<file path="src/rtl/seeded_permutation_shuffle_unit_defines.svh">
// assertion macros shared by the shuffle unit
`ifndef SEEDED_PERMUTATION_SHUFFLE_UNIT_DEFINES_SVH
`define SEEDED_PERMUTATION_SHUFFLE_UNIT_DEFINES_SVH

// same-cycle implication
`define SPS_ASSERT_IMPL(label, clk, rst, ante, cons) \
  label: assert property (@(posedge clk) disable iff (rst) (ante) |-> (cons)) \
    else $error("shuffle unit: same-cycle check failed");

// next-cycle implication
`define SPS_ASSERT_NEXT(label, clk, rst, ante, cons) \
  label: assert property (@(posedge clk) disable iff (rst) (ante) |=> (cons)) \
    else $error("shuffle unit: next-cycle check failed");

`endif

</file>
<file path="src/rtl/sps_pkg.sv">
// shared types and constants for the seeded permutation shuffle
package sps_pkg;

  localparam logic [63:0] GOLDEN_INC = 64'h9E3779B97F4A7C15;
  localparam logic [63:0] MIX_MUL_A  = 64'hBF58476D1CE4E5B9;
  localparam logic [63:0] MIX_MUL_B  = 64'h94D049BB133111EB;

  // remainder unit consumes this many dividend bits per cycle
  localparam int MOD_BITS_PER_STEP = 4;
  localparam int MOD_STEPS         = 32 / MOD_BITS_PER_STEP;
  localparam int MOD_CNT_W         = $clog2(MOD_STEPS);

  typedef enum logic [3:0] {
    OP_NONE,
    OP_START,
    OP_FILL,
    OP_ADVANCE,
    OP_MUL0,
    OP_MUL1,
    OP_MUL2,
    OP_MIXB,
    OP_MODLOAD,
    OP_MODSTEP,
    OP_RDSWAP,
    OP_WR1,
    OP_WR2,
    OP_RDOUT
  } dp_op_t;

  typedef struct packed {
    dp_op_t op;
    logic   use_b;
  } cmd_t;

  typedef struct packed {
    logic idx_last;
    logic pos_last;
    logic shown_last;
  } sts_t;

endpackage

</file>
<file path="src/rtl/seeded_permutation_shuffle_unit.sv">
// top level of the seeded permutation shuffle unit
//
//   channel  signals                                  dir  beats per item
//   in       in_valid in_ready seed                   in   1
//   out      out_valid out_ready entry_index          out  TABLE_SIZE
//            entry_value last_entry
//
// an item fills TABLE_SIZE table entries, runs TABLE_SIZE-1 swap rounds, then
// gives each output beat as a table read followed by the shown beat
// each round uses the shared 32x32 multiplier (two mixes of three partial
// products) and the 4-bit-per-cycle remainder unit
// reset clears the controller only; table and seed are rebuilt by every item
// in_ready is low from seed accept until the last entry beat is taken
// out_ready low holds the current beat; the next table read waits for it
`include "seeded_permutation_shuffle_unit_defines.svh"

module seeded_permutation_shuffle_unit import sps_pkg::*; #(
  parameter int TABLE_SIZE = 16
) (
  input  logic        clk,
  input  logic        rst,
  input  logic        in_valid,
  output logic        in_ready,
  input  logic [63:0] seed,
  output logic        out_valid,
  input  logic        out_ready,
  output logic [3:0]  entry_index,
  output logic [3:0]  entry_value,
  output logic        last_entry
);

  cmd_t cmd;
  sts_t sts;

  sps_ctrl u_ctrl (
    .clk       (clk),
    .rst       (rst),
    .in_valid  (in_valid),
    .in_ready  (in_ready),
    .out_valid (out_valid),
    .out_ready (out_ready),
    .sts       (sts),
    .cmd       (cmd)
  );

  sps_datapath #(
    .TABLE_SIZE (TABLE_SIZE)
  ) u_datapath (
    .clk         (clk),
    .cmd         (cmd),
    .seed        (seed),
    .sts         (sts),
    .entry_index (entry_index),
    .entry_value (entry_value),
    .last_entry  (last_entry)
  );

  `SPS_ASSERT_IMPL(a_in_out_exclusive, clk, rst, in_ready, !out_valid)
  `SPS_ASSERT_NEXT(a_busy_after_accept, clk, rst, in_valid && in_ready, !in_ready)
  `SPS_ASSERT_NEXT(a_idle_after_last, clk, rst, out_valid && out_ready && last_entry, in_ready)
  `SPS_ASSERT_NEXT(a_busy_mid_table, clk, rst, out_valid && out_ready && !last_entry, !in_ready)

endmodule

</file>
<file path="src/rtl/sps_ctrl.sv">
// sequencing state machine for the shuffle unit
module sps_ctrl import sps_pkg::*; (
  input  logic clk,
  input  logic rst,
  input  logic in_valid,
  output logic in_ready,
  output logic out_valid,
  input  logic out_ready,
  input  sts_t sts,
  output cmd_t cmd
);

  typedef enum logic [3:0] {
    S_IDLE,
    S_FILL,
    S_ADV,
    S_MUL0,
    S_MUL1,
    S_MUL2,
    S_MIXB,
    S_MODLD,
    S_MOD,
    S_RDSW,
    S_WR1,
    S_WR2,
    S_RDOUT,
    S_SHOW
  } state_t;

  state_t               state;
  logic                 pass_b;
  logic [MOD_CNT_W-1:0] cnt;

  assign in_ready  = (state == S_IDLE);
  assign out_valid = (state == S_SHOW);

  always_comb begin
    cmd.use_b = pass_b;
    case (state)
      S_IDLE:  cmd.op = in_valid ? OP_START : OP_NONE;
      S_FILL:  cmd.op = OP_FILL;
      S_ADV:   cmd.op = OP_ADVANCE;
      S_MUL0:  cmd.op = OP_MUL0;
      S_MUL1:  cmd.op = OP_MUL1;
      S_MUL2:  cmd.op = OP_MUL2;
      S_MIXB:  cmd.op = OP_MIXB;
      S_MODLD: cmd.op = OP_MODLOAD;
      S_MOD:   cmd.op = OP_MODSTEP;
      S_RDSW:  cmd.op = OP_RDSWAP;
      S_WR1:   cmd.op = OP_WR1;
      S_WR2:   cmd.op = OP_WR2;
      S_RDOUT: cmd.op = OP_RDOUT;
      default: cmd.op = OP_NONE;
    endcase
  end

  always_ff @(posedge clk) begin
    if (rst) begin
      state  <= S_IDLE;
      pass_b <= 1'b0;
      cnt    <= '0;
    end else begin
      case (state)
        S_IDLE: begin
          if (in_valid) state <= S_FILL;
        end
        S_FILL: begin
          if (sts.idx_last) state <= S_ADV;
        end
        S_ADV: begin
          pass_b <= 1'b0;
          state  <= S_MUL0;
        end
        S_MUL0: state <= S_MUL1;
        S_MUL1: state <= S_MUL2;
        S_MUL2: state <= pass_b ? S_MODLD : S_MIXB;
        S_MIXB: begin
          pass_b <= 1'b1;
          state  <= S_MUL0;
        end
        S_MODLD: begin
          cnt   <= '0;
          state <= S_MOD;
        end
        S_MOD: begin
          cnt <= cnt + 1'b1;
          if (cnt == MOD_CNT_W'(MOD_STEPS - 1)) state <= S_RDSW;
        end
        S_RDSW: state <= S_WR1;
        S_WR1:  state <= S_WR2;
        S_WR2:  state <= sts.pos_last ? S_RDOUT : S_ADV;
        S_RDOUT: state <= S_SHOW;
        S_SHOW: begin
          if (out_ready) state <= sts.shown_last ? S_IDLE : S_RDOUT;
        end
        default: state <= S_IDLE;
      endcase
    end
  end

endmodule

</file>
<file path="src/rtl/sps_datapath.sv">
// seed generator, shared multiplier, remainder unit and permutation memory
module sps_datapath import sps_pkg::*; #(
  parameter int TABLE_SIZE = 16
) (
  input  logic        clk,
  input  cmd_t        cmd,
  input  logic [63:0] seed,
  output sts_t        sts,
  output logic [3:0]  entry_index,
  output logic [3:0]  entry_value,
  output logic        last_entry
);

  localparam int IW = $clog2(TABLE_SIZE);
  localparam logic [IW-1:0] LAST_IDX = IW'(TABLE_SIZE - 1);

  logic [IW-1:0] mem [TABLE_SIZE];

  logic [63:0]   rseed;
  logic [63:0]   mop;
  logic [63:0]   acc;
  logic [31:0]   dvd;
  logic [IW-1:0] rem;
  logic [IW-1:0] pos;
  logic [IW-1:0] idx;
  logic [IW-1:0] oidx;
  logic [IW-1:0] oval;
  logic          olast;
  logic [IW-1:0] rd_pos;
  logic [IW-1:0] rd_pick;

  logic [63:0]   seed_next;
  logic [63:0]   kmul;
  logic [31:0]   mul_a;
  logic [31:0]   mul_b;
  logic [63:0]   prod;
  logic [63:0]   mix_out;
  logic [IW:0]   dvsr;
  logic [IW-1:0] rem_next;
  logic          idx_last;

  logic          we;
  logic [IW-1:0] waddr;
  logic [IW-1:0] wdata;

  assign seed_next = rseed + GOLDEN_INC;
  assign kmul      = cmd.use_b ? MIX_MUL_B : MIX_MUL_A;
  assign mix_out   = acc ^ (acc >> 31);
  assign idx_last  = (idx == LAST_IDX);

  // 64x64 low product as three 32x32 partial products in MUL0, MUL1 and MUL2
  always_comb begin
    mul_a = (cmd.op == OP_MUL2) ? mop[63:32] : mop[31:0];
    mul_b = (cmd.op == OP_MUL1) ? kmul[63:32] : kmul[31:0];
  end
  assign prod = 64'(mul_a) * 64'(mul_b);

  assign dvsr = {1'b0, pos} + {{IW{1'b0}}, 1'b1};

  // restoring remainder, msb first, MOD_BITS_PER_STEP dividend bits per step
  always_comb begin
    logic [IW:0]   t;
    logic [IW-1:0] r;
    r = rem;
    t = '0;
    for (int k = 0; k < MOD_BITS_PER_STEP; k++) begin
      t = {r, dvd[31-k]};
      if (t >= dvsr) t = t - dvsr;
      r = t[IW-1:0];
    end
    rem_next = r;
  end

  always_comb begin
    we    = 1'b0;
    waddr = idx;
    wdata = idx;
    case (cmd.op)
      OP_FILL: begin
        we = 1'b1;
      end
      OP_WR1: begin
        we    = 1'b1;
        waddr = pos;
        wdata = rd_pick;
      end
      OP_WR2: begin
        we    = 1'b1;
        waddr = rem;
        wdata = rd_pos;
      end
      default: we = 1'b0;
    endcase
  end

  always_ff @(posedge clk) begin
    if (we) mem[waddr] <= wdata;
  end

  always_ff @(posedge clk) begin
    if (cmd.op == OP_RDSWAP) begin
      rd_pos  <= mem[pos];
      rd_pick <= mem[rem];
    end
    if (cmd.op == OP_RDOUT) oval <= mem[idx];
  end

  always_ff @(posedge clk) begin
    case (cmd.op)
      OP_START: begin
        rseed <= seed;
        idx   <= '0;
        pos   <= LAST_IDX;
      end
      OP_FILL: begin
        idx <= idx_last ? '0 : idx + 1'b1;
      end
      OP_ADVANCE: begin
        rseed <= seed_next;
        mop   <= seed_next ^ (seed_next >> 30);
      end
      OP_MUL0: acc <= prod;
      OP_MUL1, OP_MUL2: begin
        acc[63:32] <= acc[63:32] + prod[31:0];
      end
      OP_MIXB: mop <= acc ^ (acc >> 27);
      OP_MODLOAD: begin
        dvd <= mix_out[31:0];
        rem <= '0;
      end
      OP_MODSTEP: begin
        dvd <= dvd << MOD_BITS_PER_STEP;
        rem <= rem_next;
      end
      OP_WR2: pos <= pos - 1'b1;
      OP_RDOUT: begin
        oidx  <= idx;
        olast <= idx_last;
        idx   <= idx_last ? '0 : idx + 1'b1;
      end
      default: begin
      end
    endcase
  end

  assign sts.idx_last   = idx_last;
  assign sts.pos_last   = (pos == IW'(1));
  assign sts.shown_last = olast;

  assign entry_index = 4'(oidx);
  assign entry_value = 4'(oval);
  assign last_entry  = olast;

endmodule

</file>
<file path="config.mk">
export PLATFORM = sky130hd
export DESIGN_NAME = seeded_permutation_shuffle_unit
export DESIGN_NICKNAME = d
export VERILOG_FILES = /design/src/rtl/sps_pkg.sv /design/src/rtl/seeded_permutation_shuffle_unit.sv /design/src/rtl/sps_ctrl.sv /design/src/rtl/sps_datapath.sv
export VERILOG_INCLUDE_DIRS = /design/src /design/src/rtl
export SDC_FILE = /design/constraint.sdc
export NUM_CORES = 2
export LEC_CHECK = 0
export ABC_AREA = 1
export BUFFER_PORTS_ARGS = -buffer_cell sky130_fd_sc_hd__buf_2
export CAP_MARGIN = 10
export CORE_UTILIZATION = 45
export DETAILED_ROUTE_END_ITERATION = 6
export PLACE_DENSITY = 0.62
export SLEW_MARGIN = 10
export SYNTH_ARGS = -nofsm -noshare
export SYNTH_HDL_FRONTEND = slang
export SYNTH_HIERARCHICAL = 1
export SYNTH_SLANG_ARGS = --single-unit
</file>
<file path="constraint.sdc">
create_clock -name clk -period 27.8 [get_ports clk]
set_input_delay 8.34 -clock clk [delete_from_list [all_inputs] [get_ports clk]]
set_output_delay 8.34 -clock clk [all_outputs]
set_load 0.01 [all_outputs]
</file>
### Word level (Yosys, flattened, before mapping)

Memory sizes are Yosys's and may differ from the RTL's. A register that Yosys moved wholly into a read port is not among the register bits.
Cells that the tools add are included.

* latch bits: 0
* bits in read-only memories: 0
* memories: 1
* memory bits (writable): 64
* output and inout port bits: 11
* word-level logic and storage cells: 111
* register bits after elaboration: 249
* bits of input ports: 68

* eq/ne operators: 33
* multipliers: 1
* divide/modulo/power cells: 0
* bitwise gates (word level): 3
* reductions and logical operators: 14
* add/sub/neg operators: 10
* muxes and demuxes: 32
* $lt $le $gt $ge: 4
* shift operators: 0

Memory list
* u_datapath.mem: depth 16, bits a word 4, read ports 3, clocked after memory_dff 3, wr ports 1, line sps_datapath.sv:17 `logic [IW-1:0] mem [TABLE_SIZE];`

Operators with widths (number)
* $pmux 64 s2: 2
* $pmux 32 s2: 2
* $pmux 4 s13: 2
* $add 64x64->64 const B: 1
* $mul 32x32->64: 1
* $mux 32: 2
* $xor 64x34->64: 1
* $xor 64x37->64: 1
* $mux 62: 1
* $eq 4x4->1 const B: 13
* $mux 4: 11
* $pmux 4 s2: 5
* $add 32x32->32: 1
* $eq 4x3->1 const B: 8
* $xor 32x32->32: 1
* $ge 5x5->1: 4
* $eq 4x2->1 const B: 4
* $reduce_bool 2->1: 8
* $sub 4x4->4: 4
* $eq 4x1->1 const B: 3
* $ne 2x1->1 const B: 3
* $pmux 3 s2: 1
* $reduce_or 2->1: 3
* $add 4x1->5 const B: 1
* 10 further kinds: 14

### Logic depth before layout (Yosys ltp)

* word-level depth: 10
* mapped depth: 55

### By module

The synthesis kept the hierarchy.

Modules (own cells, without submodules)
* sps_datapath: instances 1, area each 51277.9 µm², cells an instance 6122
* sps_ctrl: instances 1, area each 576.8 µm², cells an instance 93

### Worst setup path before layout

OpenSTA, ideal clock, no wires.

* kind: input-to-reg
* start point: in in_valid
* end point: reg u_datapath.acc[63], data pin
* stages on the path: 48
* buffers on the path: 4
* required time: 27.548 ns
* setup slack: 10.389 ns
* arrival: 17.159 ns
* path through: nand2_1 nand2_1 nand2_1 o21ai_0 inv_2 nor2_1 inv_2 nor2_4 inv_2 clkbuf_1 ha_1 clkbuf_1 clkbuf_1 clkbuf_1 nor2_1 fa_1 inv_1 fa_1 [... 12 more ...] nand2_1 nor2_1 inv_1 nor2_1 nand3_1 o21ai_1 xor2_1 ha_1 a21oi_1 nor3_1 a211oi_1 nand2_1 a21oi_1 nand2_1 nand2_1 nand2_1 nand2_1 nand2_1

RTL lines
* start, declared: line seeded_permutation_shuffle_unit.sv:22 `input logic in_valid,`
* end signal, assigned: line sps_datapath.sv:122 `OP_MUL0: acc <= prod;`
* end signal, assigned: line sps_datapath.sv:124 `acc[63:32] <= acc[63:32] + prod[31:0];`
* end, declared: line sps_datapath.sv:21 `logic [63:0] acc;`

==> results.md <==
- Status: finished, final reports clean
- Ys async rst share: 0%
- Crit-path leading delay family: adder cells
- Synth-to-Final Area Change: 6.30%
- # hold bufs at CTS: 0
- Fillers: 11200
- Share of layout cells above drive strength 1: 5.64%
- Vias in the first global route: 42500
- IO Pins: 79
- Worst r2r src: u_ctrl/state[1]$_SDFFE_PP0P_
- Via count: 43100
- Seq/Total Area, Yosys: 18.7%
- Via density: 5.55
- Hold Path End: u_ctrl/cnt[1]$_SDFFE_PP0P_
- Wirelength per Cell: 24.6 um
- CP bufs+invs: 11
- TritonCTS buffer count: 36
- Largest net degree at the start of global routing: 103
- Ys flop type: edfxtp_1
- Antenna diode count: 0
- Most common cell on crit path: nand2_1
- Synth unique cells: 59
- Fin crit share: 70.4%
- Tightest Hold Check Type: flop to flop
- Worst path max stage delay: 0.80 ns
- Reg area: 9680 um^2
- Setup Fix Bufs, Post-CTS: 0
- Drt drc: 0
- Total Nets Final: 7516
- Achievable Freq: 51.1 MHz
- Root buf cell: clkbuf_16
- Final setup vio count: 0
- CP endpoint kind: flop
- Hold depth: 2
- Critical Path RT: 28.13 ns
- R2R Path End: u_datapath/acc[63]$_DFFE_PP_
- Slew Viols, Final: 0
- Row cnt: 124
- Worst-Margin Slew: 1.06 ns
- Initial DRC count: 5168
- Worst-skew pair later-pin latency: 0.56 ns
- Area of the multi-input gates: 36500 um^2
- Final hold viol count: 0
- #FFs+latches synth: 325
- Netlist Area Pre-Place: 51900 um^2
- First-pass GRT wire length: 282000 um
- Max_slew headroom: 28.5%
- Die area: 117000 um^2
- Cells after Synth: 6215
- Total grt overflow: 0
- FF-to-FF setup slack: 15.22 ns
- Initial Utilization: 45.3%
- Critical-path maximum fanout: 39
- Detailed Route WL: 191000 um
- Post-DP HPWL: 161000 um
- Clk buf depth: 3
- Slowest-stage cell, CP: clkinv_1
- RSZ-0062 raised after global routing: false
- Kind of critical path: input port to flop
- Htree depth: 2
- Clock sink count: 325
- Synth Warn #: 6
- Die Wd: 341 um
- Type of origin of the critical path: input port
- R2R depth: 45
- Syn_nets: 7502
- Hold_sp: u_ctrl/cnt[1]$_SDFFE_PP0P_
- Clock Skew: 0.0193 ns
- Final min period: 19.58 ns
- Post-CTS resize count: 0
- Worst path arrival time: 19.90 ns
- CTS tree: built
- PortBufs: 78
- Setup_tns: 0 ns
- Drt pass-1 iters: 6
- Core ar.: 114000 um^2
- Max-Cap Viols: 0
- Post-synth EDFFs: 317
- Initial antenna violation count: 3
- GPL Wtd Cong: 1.02
- Overall die height: 341 um
- ANT nets after route: 0
- Synthesized area per cell: 8.34 um^2
- Worst-path clk slew: 0.07 ns
- GRT Total Usage: 33.0%
per-layer routing:
layer  share of wire, %  wire, um  up-vias  GRT usage (%)
met2                 41     79000     2168           47.2
met3                 10     19400      327           6.42
met1                 45     85500    21300           50.0
met4                3.7      7030        0           10.4
met5                  0         0        -              0
li1                   -         -    19300              -
how the worst max path moves through the flow:
stage                     slack (ns)  depth (start not counted)                           end  startpoint
after detailed placement        7.98                         45  u_datapath/acc[62]$_DFFE_PP_    in_valid
after CTS                       8.50                         45  u_datapath/acc[63]$_DFFE_PP_    in_valid
after global routing            7.82                         45  u_datapath/acc[62]$_DFFE_PP_    in_valid
after floorplan                10.39                         48  u_datapath/acc[63]$_DFFE_PP_    in_valid
after global placement          7.83                         45  u_datapath/acc[62]$_DFFE_PP_    in_valid
final                           8.22                         45  u_datapath/acc[63]$_DFFE_PP_    in_valid
stage by stage:
stage                     setup slack (ns)  instance area (um^2)  utilization, %  hold slack, ns  instances
after global routing                  7.82                 55100            48.2           0.485       7768
after detailed placement              7.98                 53900            47.2           0.458       7703
after CTS                             8.50                 55100            48.2           0.468       7768
final                                 8.22                 55100            48.2           0.466       7768
after floorplan                      10.39                 51900               -           0.443       6215
after global placement                7.83                 53900            47.2           0.451       7703
area by class of cell:
class	count	area share, %
inverters	1344	9.15
multi-input cells	4384	66.2
well taps	1512	3.43
flip-flops and latches	325	17.6
clock inverters	25	0.477
repair buffers	138	1.53
clock buffers	40	1.66
sequential cells by signal, indices dropped and copies added, names as in the netlist, 32 cells and up:
name / cells
u_datapath/acc: 64
u_datapath/mem: 64
u_datapath/mop: 64
u_datapath/rseed: 64
u_datapath/dvd: 32
Yosys cell counts, drive strengths merged (4+ instances only):
library cell	number	share of area, %
a221o	4	0.077
nand3b	26	0.38
o211ai	21	0.30
or2	31	0.37
buf	55	0.57
o21ai	412	4.2
a21o	17	0.25
and2	4	0.048
o221ai	9	0.15
nand3	251	2.5
a21boi	6	0.087
xnor2	77	1.3
xor2	99	1.7
fa	821	32
a31oi	16	0.19
nand2	1048	7.7
inv	1342	9.7
nand4	27	0.33
ha	398	9.6
o21bai	20	0.30
dfxtp	8	0.31
edfxtp	317	18
o21a	9	0.13
nor2	775	5.8
a21oi	250	2.4
nor3	44	0.46
clkbuf	107	0.78
cells by family (layout without fill, tap and decap cells):
logic type | Yosys count | in the layout | synth area share, %
AO/OA/AOI/OAI | 776 | 776 | 8.35
XOR/XNOR | 176 | 176 | 2.99
adder cells (fa/ha/maj) | 1219 | 1219 | 41.3
buffers and inverters | 1506 | 1547 | 11.1
flip-flops | 325 | 325 | 18.7
AND/OR/NAND/NOR | 2213 | 2213 | 17.6
layout by cell type (no fill, tap or decap), types with 27 or more instances in the layout:
cell	n
edfxtp_1	317
xor2_1	98
fa_1	821
nor3_1	40
o21ai_0	356
o21ai_2	30
nand2_1	1022
buf_4	60
or2_2	27
a21oi_1	245
nor2_1	744
ha_1	398
inv_1	1316
clkbuf_16	36
xnor2_1	77
buf_2	78
nand3_1	248
nand4_1	27
worst register-to-register path: cells and delay by family, from the launching register on:
family          cells  cell delay [ns]
compound gates      5             1.78
xor+xnor            1             0.49
fa+ha+maj          11             5.48
buf+inv            13             2.19
flops               1             0.37
simple gates       15             2.05
Power is not shown: default switching activity piles up to over one toggle a cycle in this logic, so the estimate is an artifact.
